==> config.mk <==
export PLATFORM = sky130hd
export DESIGN_NAME = rar_gcd
export DESIGN_NICKNAME = d
export VERILOG_FILES = /design/src/design/assert_macros.svh /design/src/design/rar_pkg.sv /design/src/design/rar_gcd.sv
export SDC_FILE = /design/constraint.sdc
export NUM_CORES = 1
export LEC_CHECK = 0
export BUFFER_PORTS_ARGS = -buffer_cell sky130_fd_sc_hd__buf_2
export CAP_MARGIN = 10
export CELL_PAD_IN_SITES_DETAIL_PLACEMENT = 0
export CELL_PAD_IN_SITES_GLOBAL_PLACEMENT = 1
export CORE_MARGIN = 10
export CORE_UTILIZATION = 43
export CTS_BUF_LIST = sky130_fd_sc_hd__clkbuf_2
export CTS_CLUSTER_SIZE = 10
export DETAILED_ROUTE_END_ITERATION = 8
export PLACE_DENSITY_LB_ADDON = 0.12
export SYNTH_ARGS = -nofsm -noshare
export SYNTH_HDL_FRONTEND = slang
export SYNTH_SLANG_ARGS = --single-unit
==> constraint.sdc <==
create_clock -name clk -period 8 [get_ports clk]
set_clock_uncertainty 0.1 [all_clocks]
set_input_delay 0.4 -clock clk [delete_from_list [all_inputs] [get_ports clk]]
set_output_delay 0.4 -clock clk [all_outputs]
set_load 0.02 [all_outputs]
==> src/design/assert_macros.svh <==
// assertion helpers, included by rational_accumulator_reduce
// both expect clk and arst_n in scope
`ifndef ASSERT_MACROS_SVH
`define ASSERT_MACROS_SVH

// condition holds at every edge outside reset
`define CHK_ALWAYS(label, cond) \
	label: assert property (@(posedge clk) disable iff (!arst_n) (cond)) \
		else $error("invariant violated");

// consequent holds in the same cycle as the antecedent
`define CHK_IMPL(label, ante, cons) \
	label: assert property (@(posedge clk) disable iff (!arst_n) (ante) |-> (cons)) \
		else $error("implication violated");

`endif

==> src/design/rar_pkg.sv <==
// ----------------------------------------------------------------------------
// rar_pkg
// Types and codes for the rational accumulator: beat layouts, operation
// and status codes, accumulator range.
// ----------------------------------------------------------------------------
package rar_pkg;

	localparam int ACC_BITS = 32;
	localparam int DW       = 64;

	localparam logic [1:0] FN_LOAD = 2'd0;
	localparam logic [1:0] FN_ADD  = 2'd1;
	localparam logic [1:0] FN_INC  = 2'd2;
	localparam logic [1:0] FN_DEC  = 2'd3;

	localparam logic [1:0] ST_OK       = 2'd0;
	localparam logic [1:0] ST_ZERO_DEN = 2'd1;
	localparam logic [1:0] ST_OVERFLOW = 2'd2;

	typedef struct packed {
		logic [1:0]         func;
		logic signed [31:0] operand_num;
		logic signed [31:0] operand_den;
	} op_beat_t;

	typedef struct packed {
		logic signed [31:0] result_num;
		logic [30:0]        result_den;
		logic               nonzero;
		logic [1:0]         status;
	} res_beat_t;

endpackage

==> src/design/rar_gcd.sv <==
// ----------------------------------------------------------------------------
// rar_gcd
// Binary gcd unit: one shift or one compare-and-subtract per cycle on
// 64-bit magnitudes. done pulses for one cycle with the result on g.
// ----------------------------------------------------------------------------
module rar_gcd import rar_pkg::*; (
	input  logic          clk,
	input  logic          arst_n,
	input  logic          start,
	input  logic [DW-1:0] a,
	input  logic [DW-1:0] b,
	output logic [DW-1:0] g,
	output logic          done
);

	logic [DW-1:0] u_q, v_q, g_q;
	logic [5:0]    k_q;
	logic          busy_q, done_q;

	always_ff @(posedge clk or negedge arst_n) begin
		if (!arst_n) begin
			busy_q <= 1'b0;
			done_q <= 1'b0;
		end else begin
			done_q <= !start && busy_q && (u_q == '0 || v_q == '0);
			if (start) begin
				busy_q <= 1'b1;
			end else if (busy_q && (u_q == '0 || v_q == '0)) begin
				busy_q <= 1'b0;
			end
		end
	end

	always_ff @(posedge clk) begin
		if (start) begin
			u_q <= a;
			v_q <= b;
			k_q <= '0;
		end else if (busy_q) begin
			if (u_q == '0 || v_q == '0) begin
				g_q <= (u_q | v_q) << k_q;
			end else if (!u_q[0] && !v_q[0]) begin
				u_q <= u_q >> 1;
				v_q <= v_q >> 1;
				k_q <= k_q + 6'd1;
			end else if (!u_q[0]) begin
				u_q <= u_q >> 1;
			end else if (!v_q[0]) begin
				v_q <= v_q >> 1;
			end else if (u_q >= v_q) begin
				u_q <= u_q - v_q;
			end else begin
				v_q <= v_q - u_q;
			end
		end
	end

	assign g    = g_q;
	assign done = done_q;

endmodule

==> results.toml <==
[status]
outcome = "completed"

[sta]
setup_tns_ns = 0
slew_headroom_pct = 12.9
tightest_slew_ns = 1.31
finalMaxSlewViolations = 0
fmax_ghz = 0.155
layout_worst_path_cycle_share_pct = 80.7
finalHoldViolations = 0
fin_crit_ns = 6.45
rsz0062_at_grt = "false"
whs_ns = 0.109
setup_viol = 0
fin_ws_ns = 1.55

[synthesis]
ys_types = 94
yosys.area_share.simple_pct = 15.8
synth_seq_cells = 200
synthXorXnorAreaFrac_pct = 4.51
synth.top_cell.area_share_pct = 26.3
synthTopCellsByCount = "288 x nand2_1, 268 x a21oi_1, 233 x inv_1"
yosys-top-cells-area = "edfxtp_1 26%, ha_1 11%, a21oi_1 6.1%, nand2_1 4.9%, mux4_2 4.9%"
synth_top_family_by_area = "compound AO/OA/AOI/OAI gates"
synth_edf_count = 192
syn_nets = 2948
synth_compound_area_share_pct = 24.0
yosys.cell_count.top_type = "nand2_1"
synthMuxAreaShare_pct = 9.57
synthArstFlopShare_pct = 1.00
synth-seq-area-share_pct = 27.1
syn_area_per_cell_sq_um = 8.37
syn-cell-area_sq_mm = 0.0219
syn-instance-count = 2622
synth_top_area_cell = "edfxtp_1"
synthAdderAreaFrac_pct = 11.2
synthFlopType = "edfxtp_1"
synth_warnings = 0

[worst_setup_path]
cp_num_buf_inv = 3
end_kind = "register"
critPathTopFamily = "simple AND/OR/NAND/NOR gates"
crit_path_start_kind = "register"
cpMostUsedCell = "a21oi_1"
required_ns = 8.88
critical-path-slowest-cell = "and2_1"
critical_path.max_stage_delay_ns = 1.08
crit_fanout = 20
crit_arrival_ns = 7.33
critPathKind = "register to register"
crit_chain = "inv_1 > ha_1 > inv_2 > a21oi_1 > o31ai_1 > a21oi_1 > a21oi_1 > a2111oi_2 > and2_1 > or3_1 > o221ai_1 > dlygate4sd3_1"
reg2reg_depth = 12
worst-path-stages = 12

[placement]
post-place-ws_ns = 2.44
gp_congestion = 1.01
port_buffers = 195
dp_hpwl_um = 80100

[clock_tree]
h-tree-depth = 4
worstSkewPairLatency_ns = 1.22
cts_buffer_depth = 2
numCtsBuffers = 17
clock_sinks = 200
root_buffer = "clkbuf_2"
postCtsResizedCells = 0
cts_tree = "yes"
clk_pin_slew_worst_paths_ns = 0.41

[power_and_ir_drop]
power_leakage_nw = 11.0
power.density_mw_per_mm2 = 514
peakVddDrop_mv = 0.266

[route]
wl_per_cell_um = 27.8
wl_um = 103000
dr.pass1.iters = 7
drtAntennaViolNets = 0
num_vias = 23200
drt_iter0_markers = 2878
drcViolationCount = 0
via_per_inst = 6.27

[floorplan]
die_x_um = 246
ios = 196
num_rows = 82
die_h_um = 246
core_area_sq_mm = 0.0503
initial_core_util_pct = 43.6
design.die.area_sq_mm = 0.0605

[final_layout]
multi_input_area_sq_mm = 0.0143
regArea_sq_mm = 0.00594
area_delta_synth_final_pct = 21.6
nets = 3334
drive_above_1_share_pct = 13.3
fill_cells = 4872

[global_route]
gr-total-overflow = 0
grt_start_max_net_pins = 108
grt_usage_pct = 33.2
antenna_found_initial = 6
grt_pass1_vias = 22200
grt_pass1_wl_um = 150000

[min_path]
hold_depth = 5
hold_path_class = "input pin to register"

[run]
maxCapViolations = 0
registers in the layout (all words and copies together) (netlist names):
register / cells
busy_q: 1
done: 1
g: 64
k_q: 6
u_q: 64
v_q: 64
layout by cell type, fill, tap and decap left out, drive strengths merged, types with 11 or more instances in the layout:
cell type	netlist	final
clkbuf	100	18
nor2b	25	25
o21bai	46	46
o22ai	15	15
nand4	20	20
mux4	48	48
nand2b	13	13
a21o	15	15
mux2i	77	77
mux2	22	22
o21ai	157	157
a21boi	14	14
clkinv	5	13
nor4	76	76
buf	66	220
nor3	39	39
nor2	207	207
inv	248	255
o31ai	47	47
a211oi	13	13
a221oi	54	54
a21oi	272	272
a31oi	18	18
and2	14	14
ha	193	193
nand3	28	28
nand2	289	289
o31a	16	16
o221ai	28	28
or2	11	11
a22oi	25	25
edfxtp	192	192
dlygate4sd3	0	312
xnor2	111	111
final cells by class:
cell class | instances | share of cell area (%)
multi-input combinational | 2003 | 53.7
clock buffer | 17 | 0.319
clock inverter | 15 | 0.807
sequential | 200 | 22.3
timing repair buffer | 533 | 16.1
antenna | 5 | 0.0469
tap | 672 | 3.15
inverter | 253 | 3.61
through the flow:
step	std cells	total power [W]	utilization (%)	cell area, sq um
finish	3698	0.0137	53.1	26700
global route	3695	0.0144	53.0	26700
CTS	3693	0.0134	53.0	26700
detailed placement	3349	0.0125	46.2	23200
global placement	3348	0.0126	46.2	23200
floorplan	2622	0.00908	-	21900
per-layer routing:
metal	up-vias	part of all wire [%]	GRT usage, %
met4	4	4.1	12.4
met2	1270	45	51.8
met1	11400	41	43.7
li1	10300	-	-
met3	208	10	8.15
met5	-	0.033	0
worst paths after layout:
path | start | endpoint | slack (ns)
worst max-delay path | u_q[45] | u_q[60] | 1.55
worst min-delay path | a[49] | u_q[49] | 0.11
worst max register to register | u_q[45] | u_q[60] | 1.55
worst min register to register | k_q[5] | k_q[5] | 0.47
max in group asynchronous | arst_n | busy_q | 7.04
min in group asynchronous | arst_n | done | 0.51
report_power, final:
part	total, W	switching (W)	leakage, nW	internal (W)
Clock	0.000628	0.000500	0.169	0.000128
Sequential	0.00245	0.000749	1.99	0.00170
Combinational	0.0106	0.00692	8.80	0.00371
logic make-up after synthesis:
logic type	after synthesis
buffers and inverters	419
xor gates and xnor gates	113
adders and majority gates	195
DFF	200
and+or+nand+nor	747
muxes	147
AOI/OAI and AO/OA	801
worst min-delay path, stage by stage:
cell	delay [ns]
dlygate4sd3_1	0.53
buf_2	0.10
nand2_1	0.10
o31a_1	0.16
o21ai_1	0.07
timing repair:
item / 4_1_cts / 5_1_grt
hold endpoints to repair: 138 / 0
hold buffers: 312 / 0
endpoints found under the setup margin: 0 / 0
buffers inserted: 0 / 0
No activity file was read; power rests on OpenSTA's default activity.
