## config.mk

```make
export PLATFORM = sky130hd
export DESIGN_NAME = rar_div
export DESIGN_NICKNAME = d
export VERILOG_FILES = /design/src/design/assert_macros.svh /design/src/design/rar_pkg.sv /design/src/design/rar_div.sv
export SDC_FILE = /design/constraint.sdc
export NUM_CORES = 1
export LEC_CHECK = 0
export ABC_AREA = 1
export BUFFER_PORTS_ARGS = -buffer_cell sky130_fd_sc_hd__buf_2
export CAP_MARGIN = 25
export CORE_AREA = 2 2 212 214
export DETAILED_ROUTE_END_ITERATION = 8
export DIE_AREA = 0 0 214 216
export GPL_ROUTABILITY_DRIVEN = 0
export PLACE_DENSITY_LB_ADDON = 0.1
export SYNTH_ARGS = -nofsm -noshare
export SYNTH_HDL_FRONTEND = slang
export SYNTH_SLANG_ARGS = --single-unit
```

## constraint.sdc

```tcl
create_clock -name clk -period 2.9 [get_ports clk]
set_clock_uncertainty 0.15 [all_clocks]
set_input_delay 0 -clock clk [delete_from_list [all_inputs] [get_ports clk]]
set_output_delay 0 -clock clk [all_outputs]
set_load 0.05 [all_outputs]
```

## src/design/assert_macros.svh

```systemverilog
// assertion helpers, included by rational_accumulator_reduce
// both expect clk and arst_n in scope
`ifndef ASSERT_MACROS_SVH
`define ASSERT_MACROS_SVH

// condition holds at every edge outside reset
`define CHK_ALWAYS(label, cond) \
	label: assert property (@(posedge clk) disable iff (!arst_n) (cond)) \
		else $error("invariant violated");

// consequent holds in the same cycle as the antecedent
`define CHK_IMPL(label, ante, cons) \
	label: assert property (@(posedge clk) disable iff (!arst_n) (ante) |-> (cons)) \
		else $error("implication violated");

`endif

```

## src/design/rar_pkg.sv

```systemverilog
// ----------------------------------------------------------------------------
// rar_pkg
// Types and codes for the rational accumulator: beat layouts, operation
// and status codes, accumulator range.
// ----------------------------------------------------------------------------
package rar_pkg;

	localparam int ACC_BITS = 32;
	localparam int DW       = 64;

	localparam logic [1:0] FN_LOAD = 2'd0;
	localparam logic [1:0] FN_ADD  = 2'd1;
	localparam logic [1:0] FN_INC  = 2'd2;
	localparam logic [1:0] FN_DEC  = 2'd3;

	localparam logic [1:0] ST_OK       = 2'd0;
	localparam logic [1:0] ST_ZERO_DEN = 2'd1;
	localparam logic [1:0] ST_OVERFLOW = 2'd2;

	typedef struct packed {
		logic [1:0]         func;
		logic signed [31:0] operand_num;
		logic signed [31:0] operand_den;
	} op_beat_t;

	typedef struct packed {
		logic signed [31:0] result_num;
		logic [30:0]        result_den;
		logic               nonzero;
		logic [1:0]         status;
	} res_beat_t;

endpackage

```

## src/design/rar_div.sv

```systemverilog
// ----------------------------------------------------------------------------
// rar_div
// Restoring divider, one quotient bit per cycle while busy.
// done pulses with the quotient on q after the last bit.
// ----------------------------------------------------------------------------
module rar_div import rar_pkg::*; (
	input  logic          clk,
	input  logic          arst_n,
	input  logic          start,
	input  logic [DW-1:0] n,
	input  logic [DW-1:0] d,
	output logic [DW-1:0] q,
	output logic          done
);

	localparam int CW = $clog2(DW);

	logic [DW-1:0] rem_q, quo_q, dsr_q;
	logic [CW-1:0] cnt_q;
	logic          busy_q, done_q;
	logic [DW:0]   trial;
	logic          fits;

	assign trial = {rem_q, quo_q[DW-1]};
	assign fits  = trial >= {1'b0, dsr_q};

	always_ff @(posedge clk or negedge arst_n) begin
		if (!arst_n) begin
			busy_q <= 1'b0;
			done_q <= 1'b0;
			cnt_q  <= '0;
		end else begin
			done_q <= !start && busy_q && (cnt_q == '0);
			if (start) begin
				busy_q <= 1'b1;
				cnt_q  <= '1;
			end else if (busy_q) begin
				cnt_q <= cnt_q - CW'(1);
				if (cnt_q == '0) begin
					busy_q <= 1'b0;
				end
			end
		end
	end

	always_ff @(posedge clk) begin
		if (start) begin
			rem_q <= '0;
			quo_q <= n;
			dsr_q <= d;
		end else if (busy_q) begin
			rem_q <= fits ? DW'(trial - {1'b0, dsr_q}) : trial[DW-1:0];
			quo_q <= {quo_q[DW-2:0], fits};
		end
	end

	assign q    = quo_q;
	assign done = done_q;

endmodule

```

==> flow_summary_export.csv <==
group,metric,value,unit
power_and_ir_drop,p_int,4.88,mW
global_route,grt_pass1_wl,77200,um
floorplan,die_w,214,um
floorplan,ios,196,
logic_synthesis,synth_area,0.0143,mm2
worst_setup_path,path_class,"flip-flop to flip-flop",
logic_synthesis,synth.avg_cell_area,6.56,um2
logic_synthesis,ys.flop_type,"edfxtp_1",
detailed_routing,drc,0,
cts,cts_tree,"yes",
cts,numCtsBuffers,17,
logic_synthesis,synth.top_cell.area_share,0.268,
flow_run,maxCapViolations,0,
logic_synthesis,synthSimpleGateAreaFrac,0.375,
logic_synthesis,synth_edf_count,128,
logic_synthesis,yosys_warnings,0,
worst_setup_path,startpoint_type,"flip-flop",
power_and_ir_drop,seq_power_share,0.467,
power_and_ir_drop,p_switching,2.17,mW
logic_synthesis,synth_top_area_cell,"edfxtp_1",
power_and_ir_drop,leakagePower,9.86,nW
cts,cts_setup_buffers,0,
sta,fin_crit,2.76,ns
sta,rsz0062_at_grt,"yes",
logic_synthesis,synth_common_cells,"nand2_1, inv_1, nand3_1",
layout,n_antenna_cell,0,
sta,post-route-period-util,0.952,
layout,fin_nets,2711,
detailed_routing,drtPass1Iterations,7,
detailed_routing,via_count,14020,
global_route,antenna_found_initial,0,
global_route,grt_usage,0.212,
logic_synthesis,yosys-top-cells-area,"edfxtp_1, nand2_1, inv_1",
logic_synthesis,synthArstFlopShare,0.0400,
placement,port_buffers,195,
sta,hold_viol,0,
power_and_ir_drop,pwr-share-clk,0.346,
logic_synthesis,synthAdderAreaFrac,0.0590,
worst_setup_path,setup.worst_path.end_class,"flip-flop",
outcome,status,"completed",
layout,syn2layout_area_growth,26.0,%
logic_synthesis,synthMuxAreaShare,0,
detailed_routing,routed_wl,47600,um
floorplan,dieArea,0.0462,mm2
sta,tns,0,ns
cts,clk_latency,0.50,ns
cts,clock_sinks,200,
global_route,grt_overflow_total,0,
floorplan,fp.dieH,216,um
power_and_ir_drop,vdd_ir_drop_max,0.000378,V
detailed_routing,first_iter_violations,740,
sta,drv_slew,0,
layout,postLayoutCoreUtil,0.412,
power_and_ir_drop,p_comb_frac,0.187,
logic_synthesis,synthCells,2186,
logic_synthesis,synth_seq_area_share,0.371,
detailed_routing,ant_nets,0,
hold_path,hold_class,"input pin to flip-flop",
logic_synthesis,ys_ff_latch,200,
logic_synthesis,yosysUniqueCellTypes,40,
logic_synthesis,synth_fp_nets,2384,
worst_setup_path,cp.arrival,2.99,ns
worst_setup_path,required,3.14,ns
floorplan,core,0.0438,mm2
cts,cts_max_path_buffers,2,
sta,max_freq,362,MHz
worst_setup_path,cp_max_fo,4,
sta,setup_viol,0,
power_and_ir_drop,p_sw_frac,0.307,
logic_synthesis,synth_top_family_by_area,"simple AND/OR/NAND/NOR gates",
global_route,grt_pass1_vias,14355,
logic_synthesis,synth.most_common_cell,"nand2_1",
detailed_routing,wire_per_inst,15.3,um
sta,worstMarginPinSlew,0.751,ns
cts,clk_pin_slew,0.08,ns
detailed_routing,viasPerCell,4.50,
layout,layout-drive-gt1-share,0.128,
cts,htree_num_levels,4,
floorplan,initial_core_util,0.327,
sta,slew_headroom,0.499,
logic_synthesis,yosys.area_share.xor_xnor,0.0189,
global_route,grt_start_max_net_pins,93,
power_and_ir_drop,cellPowerDensity,390,mW/mm2
cts,cts_root_buffer,"clkbuf_16",
floorplan,rows,77,
logic_synthesis,synth_compound_area_frac,0.0397,
placement,dp_hpwl,36800,um
critical path: stages, from the launching register on:
cell      delay, ns
edfxtp_1       0.42
ha_1           0.24
fa_1           0.44
nor2_1         0.19
o21ai_0        0.12
nand2_2        0.14
nand2_1        0.07
nand3b_1       0.30
nand2_1        0.22
nand4_1        0.13
nand3_1        0.10
nand2_1        0.08
nand2_1        0.04
registers in the layout (all words and copies together) (netlist names):
signal,flops
busy_q,1
cnt_q,6
done,1
dsr_q,64
q,64
rem_q,64
power by group through the flow:
stage	registers, mW	logic [mW]	clock network (mW)
final	3.29	1.32	2.44
after detailed placement	3.35	1.18	0
after global routing	3.31	1.46	2.64
after global placement	3.35	1.18	0
after floorplan	3.64	0.503	0
after CTS	3.29	1.32	2.57
routing by layer:
| metal | up-vias | routed length [um] | global-route usage |
|---|---|---|---|
| met3 | 68 | 2610 | 0.0433 |
| met4 | 0 | 1690 | 0.0937 |
| met5 | - | 0 | 0 |
| met1 | 6268 | 21900 | 0.273 |
| met2 | 363 | 21400 | 0.345 |
| li1 | 7321 | - | - |
stage by stage:
stage	std cells	hold slack [ns]	worst slack [ns]	power, mW	instance area, um2
after global placement	2952	-0.292	0.121	4.53	16100
final	3118	0.0545	0.140	7.05	18100
after global routing	3118	0.0194	-0.00130	7.40	18100
after floorplan	2186	-0.446	0.333	4.14	14300
after detailed placement	2952	-0.293	0.155	4.53	16100
after CTS	3115	0.00143	0.120	7.18	18000
placed cells by master (no fill, tap or decap), types with 19 or more instances in the layout:
| cell type | netlist | routed |
|---|---|---|
| clkbuf_16 | 0 | 19 |
| o21ai_0 | 30 | 30 |
| nand3_1 | 146 | 146 |
| a21oi_1 | 48 | 47 |
| xnor2_1 | 28 | 28 |
| nor2_1 | 111 | 107 |
| ha_1 | 66 | 66 |
| nand2_1 | 920 | 918 |
| edfxtp_1 | 128 | 128 |
| inv_2 | 22 | 23 |
| dfxtp_1 | 64 | 64 |
| buf_4 | 2 | 20 |
| buf_2 | 10 | 194 |
| nand3b_1 | 34 | 34 |
| inv_1 | 423 | 423 |
| dlygate4sd3_1 | 0 | 131 |
final cells by class:
type | instances | area (um2)
fillers | 4748 | 25800
multi-input cells | 1489 | 7080
flip-flops and latches | 200 | 5330
repair buffers | 356 | 2650
inverters | 449 | 1690
well taps | 592 | 741
clock buffers | 19 | 433
clock inverters | 13 | 148
timing repair:
| item | in CTS | in global routing |
|---|---|---|
| hold endpoints to repair | 152 | 0 |
| resized for setup | 0 | 7 |
| hold buffers | 131 | 0 |
| setup endpoints to repair | 0 | 54 |
cells by family after synthesis:
kind of cell,after synthesis
AND/OR/NAND/NOR,1284
buffers and inverters,497
flip-flops,200
AO/OA/AOI/OAI,107
adder cells (fa/ha/maj),67
XOR/XNOR,31
path summary, 6_finish.rpt:
path	start	end	slack, ns	cells after the start
worst max-delay path	dsr_q[0]$_DFFE_PP_	rem_q[56]$_SDFFE_PP0P_	0.14	12
worst min-delay path	d[40]	dsr_q[40]$_DFFE_PP_	0.05	2
worst max register to register	dsr_q[0]$_DFFE_PP_	rem_q[56]$_SDFFE_PP0P_	0.14	12
worst min register to register	rem_q[33]$_SDFFE_PP0P_	rem_q[33]$_SDFFE_PP0P_	0.32	2
max in group asynchronous	arst_n	cnt_q[5]$_DFFE_PN0P_	1.97	3
min in group asynchronous	arst_n	done$_DFF_PN0_	0.34	3
No activity file was read; power rests on OpenSTA's default activity.
